**config.mk**
```make
export PLATFORM = sky130hd
export DESIGN_NAME = http_response_header_scan
export DESIGN_NICKNAME = d
export VERILOG_FILES = /design/src/hdl/hrhs_pkg.sv /design/src/hdl/hrhs_front.sv /design/src/hdl/hrhs_queue.sv /design/src/hdl/hrhs_back.sv /design/src/hdl/http_response_header_scan.sv
export SDC_FILE = /design/constraint.sdc
export NUM_CORES = 1
export LEC_CHECK = 0
export ABC_AREA = 1
export BUFFER_PORTS_ARGS = -buffer_cell sky130_fd_sc_hd__buf_2
export CORE_ASPECT_RATIO = 1.75
export CORE_MARGIN = 5
export CORE_UTILIZATION = 49
export CTS_CLUSTER_DIAMETER = 100
export DETAILED_ROUTE_END_ITERATION = 10
export PLACE_DENSITY = 0.69
export SETUP_SLACK_MARGIN = 0.5
export SLEW_MARGIN = 20
export SYNTH_ARGS = -nofsm -noshare
export SYNTH_HDL_FRONTEND = slang
export SYNTH_SLANG_ARGS = --single-unit
```
**constraint.sdc**
```tcl
create_clock -name clock -period 4.2 [get_ports clock]
set_input_delay 0.21 -clock clock [delete_from_list [all_inputs] [get_ports clock]]
set_output_delay 0.21 -clock clock [all_outputs]
set_load 0.01 [all_outputs]
```
**src/hdl/hrhs_pkg.sv**
```systemverilog
package hrhs_pkg;

   localparam int unsigned LENGTH_BITS_DEFAULT = 24;
   localparam int unsigned OUT_LEN_W           = 24;
   localparam int unsigned STATUS_W            = 10;
   localparam int unsigned QUEUE_DEPTH         = 4;

   localparam int unsigned PREFIX_LEN  = 5;
   localparam int unsigned NAME_LEN    = 18;
   localparam int unsigned CHUNK_LEN   = 7;
   localparam int unsigned MIN_MSG_LEN = 12;
   localparam int unsigned STATUS_MIN  = 100;
   localparam int unsigned STATUS_MAX  = 999;
   localparam int unsigned STATUS_SAT  = 1000;

   // One classified input byte, front to back.
   typedef struct packed {
      logic [7:0] raw;
      logic [7:0] lower;
      logic       is_digit;
      logic [3:0] digit;
      logic       is_space;
      logic       is_cr;
      logic       is_lf;
      logic       last;
   } byte_item_type;

   function automatic logic [7:0] prefix_char(input logic [2:0] idx);
      logic [7:0] ch;
      unique case (idx)
         3'd0:    ch = "H";
         3'd1:    ch = "T";
         3'd2:    ch = "T";
         3'd3:    ch = "P";
         3'd4:    ch = "/";
         default: ch = 8'h00;
      endcase
      return ch;
   endfunction

   function automatic logic [7:0] name_char(input logic [4:0] idx);
      logic [7:0] ch;
      unique case (idx)
         5'd0:    ch = "t";
         5'd1:    ch = "r";
         5'd2:    ch = "a";
         5'd3:    ch = "n";
         5'd4:    ch = "s";
         5'd5:    ch = "f";
         5'd6:    ch = "e";
         5'd7:    ch = "r";
         5'd8:    ch = "-";
         5'd9:    ch = "e";
         5'd10:   ch = "n";
         5'd11:   ch = "c";
         5'd12:   ch = "o";
         5'd13:   ch = "d";
         5'd14:   ch = "i";
         5'd15:   ch = "n";
         5'd16:   ch = "g";
         5'd17:   ch = ":";
         default: ch = 8'h00;
      endcase
      return ch;
   endfunction

   function automatic logic [7:0] chunk_char(input logic [2:0] idx);
      logic [7:0] ch;
      unique case (idx)
         3'd0:    ch = "c";
         3'd1:    ch = "h";
         3'd2:    ch = "u";
         3'd3:    ch = "n";
         3'd4:    ch = "k";
         3'd5:    ch = "e";
         3'd6:    ch = "d";
         default: ch = 8'h00;
      endcase
      return ch;
   endfunction

endpackage

```
**src/hdl/hrhs_front.sv**
```systemverilog
module hrhs_front
   import hrhs_pkg::*;
(
   input  logic          clock,
   input  logic          reset,
   input  logic          req_push,
   output logic          req_full,
   input  logic [7:0]    req_data_byte,
   input  logic          req_last_byte,
   output logic          item_valid,
   output byte_item_type item,
   input  logic          item_ready
);

   logic          valid_ff, valid_in;
   byte_item_type item_ff, item_in;
   logic          accept;

   assign req_full = valid_ff && !item_ready;
   assign accept   = req_push && !req_full;

   always_comb begin
      item_in.raw      = req_data_byte;
      item_in.lower    = (req_data_byte >= "A" && req_data_byte <= "Z") ?
                         (req_data_byte | 8'h20) : req_data_byte;
      item_in.is_digit = (req_data_byte >= "0" && req_data_byte <= "9");
      item_in.digit    = req_data_byte[3:0];
      item_in.is_space = (req_data_byte == " ");
      item_in.is_cr    = (req_data_byte == 8'h0D);
      item_in.is_lf    = (req_data_byte == 8'h0A);
      item_in.last     = req_last_byte;
   end

   always_comb begin
      if (accept) begin
         valid_in = 1'b1;
      end else if (item_ready) begin
         valid_in = 1'b0;
      end else begin
         valid_in = valid_ff;
      end
   end

   always_ff @(posedge clock) begin
      if (reset) begin
         valid_ff <= 1'b0;
      end else begin
         valid_ff <= valid_in;
      end
   end

   always_ff @(posedge clock) begin
      if (accept) begin
         item_ff <= item_in;
      end
   end

   assign item_valid = valid_ff;
   assign item       = item_ff;

endmodule

```
**src/hdl/hrhs_queue.sv**
```systemverilog
module hrhs_queue
   import hrhs_pkg::*;
(
   input  logic          clock,
   input  logic          reset,
   input  logic          push,
   input  byte_item_type push_item,
   output logic          full,
   input  logic          pop,
   output byte_item_type pop_item,
   output logic          empty
);

   localparam int unsigned PTR_W = (QUEUE_DEPTH > 1) ? $clog2(QUEUE_DEPTH) : 1;
   localparam int unsigned CNT_W = $clog2(QUEUE_DEPTH + 1);
   localparam logic [PTR_W-1:0] LAST_PTR = PTR_W'(QUEUE_DEPTH - 1);

   byte_item_type          entry_ff [QUEUE_DEPTH];
   logic [PTR_W-1:0]       wr_ptr_ff, wr_ptr_in;
   logic [PTR_W-1:0]       rd_ptr_ff, rd_ptr_in;
   logic [CNT_W-1:0]       count_ff, count_in;
   logic                   do_push, do_pop;

   assign full     = (count_ff == CNT_W'(QUEUE_DEPTH));
   assign empty    = (count_ff == '0);
   assign do_push  = push && !full;
   assign do_pop   = pop && !empty;
   assign pop_item = entry_ff[rd_ptr_ff];

   always_comb begin
      wr_ptr_in = wr_ptr_ff;
      rd_ptr_in = rd_ptr_ff;
      count_in  = count_ff;
      if (do_push) begin
         wr_ptr_in = (wr_ptr_ff == LAST_PTR) ? '0 : wr_ptr_ff + 1'b1;
      end
      if (do_pop) begin
         rd_ptr_in = (rd_ptr_ff == LAST_PTR) ? '0 : rd_ptr_ff + 1'b1;
      end
      if (do_push && !do_pop) begin
         count_in = count_ff + 1'b1;
      end else if (do_pop && !do_push) begin
         count_in = count_ff - 1'b1;
      end
   end

   always_ff @(posedge clock) begin
      if (reset) begin
         wr_ptr_ff <= '0;
         rd_ptr_ff <= '0;
         count_ff  <= '0;
      end else begin
         wr_ptr_ff <= wr_ptr_in;
         rd_ptr_ff <= rd_ptr_in;
         count_ff  <= count_in;
      end
   end

   always_ff @(posedge clock) begin
      if (do_push) begin
         entry_ff[wr_ptr_ff] <= push_item;
      end
   end

endmodule

```
**src/hdl/hrhs_back.sv**
```systemverilog
module hrhs_back
   import hrhs_pkg::*;
#(
   parameter int unsigned LENGTH_BITS = LENGTH_BITS_DEFAULT
)
(
   input  logic                  clock,
   input  logic                  reset,
   input  logic                  q_empty,
   input  byte_item_type         q_item,
   output logic                  q_pop,
   output logic                  rsp_empty,
   input  logic                  rsp_pop,
   output logic                  rsp_parse_ok,
   output logic [STATUS_W-1:0]   rsp_status_code,
   output logic                  rsp_is_chunked,
   output logic [OUT_LEN_W-1:0]  rsp_header_length,
   output logic [OUT_LEN_W-1:0]  rsp_body_length
);

   localparam int unsigned EXT_W = (LENGTH_BITS > OUT_LEN_W) ? LENGTH_BITS : OUT_LEN_W;

   // status scan phases
   localparam logic [1:0] PH_SKIP_TOKEN = 2'd0;
   localparam logic [1:0] PH_SKIP_SPACE = 2'd1;
   localparam logic [1:0] PH_DIGITS     = 2'd2;
   localparam logic [1:0] PH_DONE       = 2'd3;

   // CR LF CR LF progress
   localparam logic [1:0] TM_NONE    = 2'd0;
   localparam logic [1:0] TM_CR      = 2'd1;
   localparam logic [1:0] TM_CRLF    = 2'd2;
   localparam logic [1:0] TM_CRLFCR  = 2'd3;

   // header line name match
   localparam logic [1:0] NM_MATCHING = 2'd0;
   localparam logic [1:0] NM_MATCHED  = 2'd1;
   localparam logic [1:0] NM_FAILED   = 2'd2;

   logic [LENGTH_BITS-1:0] count_ff, count_in;
   logic                   ovf_ff, ovf_in;
   logic                   prefix_ff, prefix_in;
   logic [1:0]             phase_ff, phase_in;
   logic [STATUS_W-1:0]    accum_ff, accum_in;
   logic [1:0]             term_ff, term_in;
   logic                   found_ff, found_in;
   logic [LENGTH_BITS-1:0] hdr_end_ff, hdr_end_in;
   logic [4:0]             name_pos_ff, name_pos_in;
   logic [1:0]             name_st_ff, name_st_in;
   logic [2:0]             chunk_pos_ff, chunk_pos_in;
   logic                   chunked_ff, chunked_in;

   logic                   out_valid_ff, out_valid_in;
   logic                   ok_ff;
   logic [STATUS_W-1:0]    status_ff;
   logic                   is_chunked_ff;
   logic [OUT_LEN_W-1:0]   hdr_len_ff, body_len_ff;

   logic                   take, done, ok, prev_cr;
   logic [13:0]            scaled;
   logic [LENGTH_BITS-1:0] body_raw;
   logic [EXT_W-1:0]       hdr_ext, body_ext;

   assign q_pop = !q_empty && !(q_item.last && out_valid_ff && !rsp_pop);
   assign take  = q_pop;
   assign done  = take && q_item.last;

   always_comb begin
      count_in     = count_ff;
      ovf_in       = ovf_ff;
      prefix_in    = prefix_ff;
      phase_in     = phase_ff;
      accum_in     = accum_ff;
      term_in      = term_ff;
      found_in     = found_ff;
      hdr_end_in   = hdr_end_ff;
      name_pos_in  = name_pos_ff;
      name_st_in   = name_st_ff;
      chunk_pos_in = chunk_pos_ff;
      chunked_in   = chunked_ff;
      prev_cr      = (term_ff == TM_CR) || (term_ff == TM_CRLFCR);
      scaled       = {1'b0, accum_ff, 3'b000} + {3'b000, accum_ff, 1'b0}
                     + {10'd0, q_item.digit};

      // byte counter, sticks at all ones
      if (count_ff == '1) begin
         ovf_in = 1'b1;
      end else begin
         count_in = count_ff + 1'b1;
      end

      if (!ovf_in && count_ff < LENGTH_BITS'(PREFIX_LEN) &&
          q_item.raw != prefix_char(count_ff[2:0])) begin
         prefix_in = 1'b0;
      end

      unique case (phase_ff)
         PH_SKIP_TOKEN: begin
            if (q_item.is_space) begin
               phase_in = PH_SKIP_SPACE;
            end
         end
         PH_SKIP_SPACE, PH_DIGITS: begin
            if (q_item.is_digit) begin
               accum_in = (scaled > 14'(STATUS_MAX)) ? STATUS_W'(STATUS_SAT)
                                                     : scaled[STATUS_W-1:0];
               phase_in = PH_DIGITS;
            end else if (!(phase_ff == PH_SKIP_SPACE && q_item.is_space)) begin
               phase_in = PH_DONE;
            end
         end
         PH_DONE: begin
         end
      endcase

      if (!found_ff) begin
         if (q_item.is_lf && prev_cr) begin
            name_pos_in  = '0;
            name_st_in   = NM_MATCHING;
            chunk_pos_in = '0;
         end else begin
            if (name_st_ff == NM_MATCHING) begin
               if (name_pos_ff < 5'(NAME_LEN) && q_item.lower == name_char(name_pos_ff)) begin
                  name_pos_in = name_pos_ff + 1'b1;
                  if (name_pos_in == 5'(NAME_LEN)) begin
                     name_st_in = NM_MATCHED;
                  end
               end else begin
                  name_st_in = NM_FAILED;
               end
            end
            if (chunk_pos_ff < 3'(CHUNK_LEN) &&
                q_item.lower == chunk_char(chunk_pos_ff)) begin
               if (chunk_pos_ff == 3'(CHUNK_LEN - 1)) begin
                  if (name_st_in == NM_MATCHED) begin
                     chunked_in = 1'b1;
                  end
                  chunk_pos_in = '0;
               end else begin
                  chunk_pos_in = chunk_pos_ff + 1'b1;
               end
            end else begin
               chunk_pos_in = (q_item.lower == chunk_char(3'd0)) ? 3'd1 : 3'd0;
            end
         end

         unique case (term_ff)
            TM_NONE: begin
               term_in = q_item.is_cr ? TM_CR : TM_NONE;
            end
            TM_CR: begin
               term_in = q_item.is_lf ? TM_CRLF : (q_item.is_cr ? TM_CR : TM_NONE);
            end
            TM_CRLF: begin
               term_in = q_item.is_cr ? TM_CRLFCR : TM_NONE;
            end
            TM_CRLFCR: begin
               if (q_item.is_lf) begin
                  found_in   = 1'b1;
                  hdr_end_in = count_in;
                  term_in    = TM_NONE;
               end else begin
                  term_in = q_item.is_cr ? TM_CR : TM_NONE;
               end
            end
         endcase
      end
   end

   // result of the final byte
   assign ok = !ovf_in && count_in >= LENGTH_BITS'(MIN_MSG_LEN) && prefix_in &&
               accum_in >= STATUS_W'(STATUS_MIN) && accum_in <= STATUS_W'(STATUS_MAX) &&
               found_in;
   assign body_raw = count_in - hdr_end_in;
   assign hdr_ext  = EXT_W'(hdr_end_in);
   assign body_ext = EXT_W'(body_raw);

   always_ff @(posedge clock) begin
      if (reset || done) begin
         count_ff     <= '0;
         ovf_ff       <= 1'b0;
         prefix_ff    <= 1'b1;
         phase_ff     <= PH_SKIP_TOKEN;
         accum_ff     <= '0;
         term_ff      <= TM_NONE;
         found_ff     <= 1'b0;
         hdr_end_ff   <= '0;
         name_pos_ff  <= '0;
         name_st_ff   <= NM_MATCHING;
         chunk_pos_ff <= '0;
         chunked_ff   <= 1'b0;
      end else if (take) begin
         count_ff     <= count_in;
         ovf_ff       <= ovf_in;
         prefix_ff    <= prefix_in;
         phase_ff     <= phase_in;
         accum_ff     <= accum_in;
         term_ff      <= term_in;
         found_ff     <= found_in;
         hdr_end_ff   <= hdr_end_in;
         name_pos_ff  <= name_pos_in;
         name_st_ff   <= name_st_in;
         chunk_pos_ff <= chunk_pos_in;
         chunked_ff   <= chunked_in;
      end
   end

   always_comb begin
      if (done) begin
         out_valid_in = 1'b1;
      end else if (rsp_pop) begin
         out_valid_in = 1'b0;
      end else begin
         out_valid_in = out_valid_ff;
      end
   end

   always_ff @(posedge clock) begin
      if (reset) begin
         out_valid_ff <= 1'b0;
      end else begin
         out_valid_ff <= out_valid_in;
      end
   end

   always_ff @(posedge clock) begin
      if (done) begin
         ok_ff         <= ok;
         status_ff     <= ok ? accum_in : '0;
         is_chunked_ff <= ok && chunked_in;
         hdr_len_ff    <= ok ? hdr_ext[OUT_LEN_W-1:0] : '0;
         body_len_ff   <= ok ? body_ext[OUT_LEN_W-1:0] : '0;
      end
   end

   assign rsp_empty         = !out_valid_ff;
   assign rsp_parse_ok      = ok_ff;
   assign rsp_status_code   = status_ff;
   assign rsp_is_chunked    = is_chunked_ff;
   assign rsp_header_length = hdr_len_ff;
   assign rsp_body_length   = body_len_ff;

endmodule

```
**src/hdl/http_response_header_scan.sv**
```systemverilog
// The final byte reaches the rsp_ ports through the front register, a queue write,
//   and then the scan stage loading the result register.
// Throughput: one byte per cycle when neither a full queue nor an untaken result stalls.
// A 4-entry queue between front and scan stage absorbs rsp_ back-pressure.
// Reset: synchronous, active high; empties all stages and returns the scan state
//   to its start-of-message values. The same clear happens after every final byte.
module http_response_header_scan
   import hrhs_pkg::*;
#(
   parameter int unsigned LENGTH_BITS = LENGTH_BITS_DEFAULT
)
(
   input  logic                  clock,
   input  logic                  reset,
   // input channel: one message byte per item
   input  logic                  req_push,
   output logic                  req_full,
   input  logic [7:0]            req_data_byte,
   input  logic                  req_last_byte,
   // result channel: one item per message
   output logic                  rsp_empty,
   input  logic                  rsp_pop,
   output logic                  rsp_parse_ok,
   output logic [STATUS_W-1:0]   rsp_status_code,
   output logic                  rsp_is_chunked,
   output logic [OUT_LEN_W-1:0]  rsp_header_length,
   output logic [OUT_LEN_W-1:0]  rsp_body_length
);

   // front stage -> queue
   byte_item_type front_item;
   logic          front_valid;
   logic          q_full;

   // queue -> scan stage
   byte_item_type q_item;
   logic          q_empty;
   logic          q_pop;

   // Front: registers the byte and precomputes case folding and character classes
   // (digit, space, CR, LF) so the scan stage only does state updates.
   hrhs_front u_front (
      .clock         (clock),
      .reset         (reset),
      .req_push      (req_push),
      .req_full      (req_full),
      .req_data_byte (req_data_byte),
      .req_last_byte (req_last_byte),
      .item_valid    (front_valid),
      .item          (front_item),
      .item_ready    (!q_full)
   );

   // Decoupling queue; the front stalls only when it fills.
   hrhs_queue u_queue (
      .clock     (clock),
      .reset     (reset),
      .push      (front_valid),
      .push_item (front_item),
      .full      (q_full),
      .pop       (q_pop),
      .pop_item  (q_item),
      .empty     (q_empty)
   );

   // Scan stage: byte count, HTTP/ prefix check, status digits, CR LF CR LF
   // search, transfer-encoding / chunked match, and the result register.
   // It holds a final byte only while an untaken result still sits in the register.
   hrhs_back #(
      .LENGTH_BITS (LENGTH_BITS)
   ) u_back (
      .clock             (clock),
      .reset             (reset),
      .q_empty           (q_empty),
      .q_item            (q_item),
      .q_pop             (q_pop),
      .rsp_empty         (rsp_empty),
      .rsp_pop           (rsp_pop),
      .rsp_parse_ok      (rsp_parse_ok),
      .rsp_status_code   (rsp_status_code),
      .rsp_is_chunked    (rsp_is_chunked),
      .rsp_header_length (rsp_header_length),
      .rsp_body_length   (rsp_body_length)
   );

endmodule

```
==> impl_metrics.ini <==
[outcome]
status = complete, no violations

[worst_setup_path]
critical_path_arrival_ns = 4.12
crit_family = simple AND/OR/NAND/NOR gates
slowest_delay_ns = 0.57
start_kind = register
endpoint_kind = register
path_common_cell = nand2_2
worst-setup-path-type = reg2reg
cp_max_fo = 7
critPathRequiredTime_ns = 4.48
critPathBufInv = 6
slowest_stage = fa_2

[logic_synthesis]
yosys_warnings = 0
synth_seq_cells = 224
yosys.area.top_type_share = 0.296
yosys.cell_types.count = 57
synthTopCellsByArea = edfxtp_1 (30%), dfxtp_1 (14%), nand2_1 (9.0%)
synthFlopType = edfxtp_1
syn_area_mm2 = 0.0132
avgSynthCellArea_um2 = 8.51
syn_nets = 1633
postSynthCellCount = 1550
yosysSeqAreaShare = 0.439
synth_edf_count = 130
synthArstFlopShare = 0
synth.largest_area_cell = edfxtp_1

[sta]
tightestPinTransition_ns = 0.888
skew_ns = 0.0122
finalHoldViolCount = 0
max_clock_freq_mhz = 261
setup_viol_count_final = 0
slew-limit-headroom = 0.408
rsz0062_at_grt = true
timing.final.max_slew_violations = 0
fin_tns_setup_ns = 0
period_share = 0.913
setup_ws_ns = 0.367
min_period_ns = 3.83

[detailed_routing]
routed_via_density = 5.39
dr.pass1.iters = 5
routed-via-count = 11379
routed_wl_um = 35400
wl_met2_um = 19300
drc = 0
wl_per_cell_um = 16.7
first_iter_violations = 667
m1WireLength_um = 11600
wl_met3_um = 1340
ant_nets = 0
top_layer = met4

[clock_tree]
clk_latency_ns = 0.53
ctsHtreeMaxLevel = 1
clk_path_buf_depth = 3
clk_pin_slew_ns = 0.07
cts_tree = done
cts_buffers = 22
cts.sinks = 224
cts_root_buffer = clkbuf_16

[run]
maxCapViolCount = 0

[floorplanning]
num_rows = 79
die_h_um = 227
die_area_mm2 = 0.0304
ios = 75
start_util = 0.496
core_mm2 = 0.0266
die_w_um = 134

[global_routing]
grt_pass1_vias = 11358
grtUsageTotal = 0.224
antenna_found_initial = 0
grt_max_degree = 86
grt_pass1_wl_um = 54800
overflow = 0

[placement]
post-place-cells = 1983
hpwl_um = 25300
place_area_mm2 = 0.0144
post-place-ws_ns = 0.0733
gp_congestion = 0.987
port-buffer-count = 74

[hold_path]
min_path_type = in2reg
holdCritStartpoint = req_last_byte

[finish]
layout-drive-gt1-share = 0.296
diodes = 0
area_growth_syn_to_layout_pct = 26.3
layout.nets = 1856
finalNonFillerCells = 2113
postLayoutCellArea_mm2 = 0.0167

[pwr]
p_leak_nw = 7.44
vdd_drop_max_v = 0.000511
power.density_mw_per_mm2 = 881
synth_stat cells, drive strengths merged, types with 2 or more instances:
library cell	n
a211oi	7
a21o	3
a21oi	95
a31oi	4
and2	2
buf	28
clkbuf	15
dfxtp	94
edfxtp	130
fa	4
ha	66
inv	216
nand2	343
nand3	111
nand3b	5
nand4	20
nor2	175
nor3	19
nor4	9
o2111ai	2
o211a	2
o211ai	17
o21a	2
o21ai	113
o22ai	2
or2	9
xnor2	14
xor2	37
through the flow:
stage | hold WS [ns] | util | power [mW]
floorplan | 0.279 | - | 8.65
global placement | 0.389 | 0.540 | 11.1
detailed placement | 0.394 | 0.540 | 11.2
finish | 0.395 | 0.626 | 14.7
CTS | 0.377 | 0.601 | 13.9
global route | 0.418 | 0.626 | 15.7
layer usage:
layer	vias up	global-route usage
li1	5571	-
met1	5309	0.202
met2	335	0.444
met3	164	0.0230
met4	0	0.180
met5	-	0
report_power, final:
part | switching [mW] | internal (mW) | total [mW]
clock | 0.858 | 1.09 | 1.95
combinational | 5.68 | 3.66 | 9.34
sequential | 0.380 | 3.01 | 3.39
registers in the layout (all words and copies together), names as in the netlist, 2 cells and up, named ones only:
name,count
u_back.chunk_pos_ff,3
u_back.rsp_status_code,10
u_back.count_ff,24
u_queue.entry_ff,56
u_queue.wr_ptr_ff,2
u_back.term_ff,2
u_queue.rd_ptr_ff,2
u_back.name_st_ff,2
u_front.item,14
u_back.phase_ff,2
u_back.rsp_header_length,24
u_back.name_pos_ff,5
u_queue.count_ff,3
u_back.hdr_end_ff,24
u_back.accum_ff,10
u_back.rsp_body_length,24
cell type report:
| class | instances | area (µm²) |
|---|---|---|
| Fill cell | 2132 | 9930 |
| Sequential cell | 224 | 5820 |
| Timing Repair inverter | 1 | 6.26 |
| Multi-Input combinational cell | 1067 | 6940 |
| Inverter | 216 | 828 |
| Clock inverter | 13 | 106 |
| Timing Repair Buffer | 241 | 1950 |
| Tap cell | 324 | 405 |
| Clock buffer | 27 | 601 |
cell usage in the layout, fill, tap and decap left out, types with 10 or more instances in the layout:
cell type and count:
dlygate4sd3_1 12, o21ai_2 13, ha_1 48, nand3_2 16
nor2_4 60, buf_2 75, nor2_2 15, xor2_1 35
nor3_1 14, o21ai_0 87, buf_12 10, o21ai_1 11
buf_4 127, o211ai_1 16, nand2_2 47, nand3_1 89
nand4_1 16, a21oi_1 85, nand2_1 287, ha_4 15
clkbuf_16 25, xnor2_1 14, inv_1 189, edfxtp_1 130
inv_2 23, nor2_1 98, dfxtp_1 82
kinds of logic (layout without fill, tap and decap cells):
| family | count (synthesis) | count (layout) | synth area share |
|---|---|---|---|
| buffers and inverters | 259 | 498 | 0.0839 |
| adder cells (fa/ha/maj) | 70 | 70 | 0.0687 |
| XOR/XNOR | 51 | 51 | 0.0339 |
| AO/OA/AOI/OAI | 253 | 253 | 0.106 |
| AND/OR/NAND/NOR | 693 | 693 | 0.269 |
| flip-flops | 224 | 224 | 0.439 |
path summary, 6_finish.rpt:
path	to	slack (ns)	depth (start not counted)
worst min register to register	u_back.prefix_ff$_SDFFE_PP1P_	0.45	2
worst max register to register	u_back.rsp_body_length[10]$_SDFFCE_PN0P_	0.37	27
worst max-delay path	u_back.rsp_body_length[10]$_SDFFCE_PN0P_	0.37	27
worst min-delay path	u_front.item[0]$_DFFE_PP_	0.40	2
what timing repair did:
action / in CTS / in global routing
pin swaps: 54 / 78
setup endpoints to repair: 60 / 65
hold buffers: 12 / 0
buffers inserted: 46 / 25
cloned: 5 / 2
endpoints found under the hold margin: 13 / 0
gates resized for setup: 81 / 112
(Power assumes the default switching activity.)
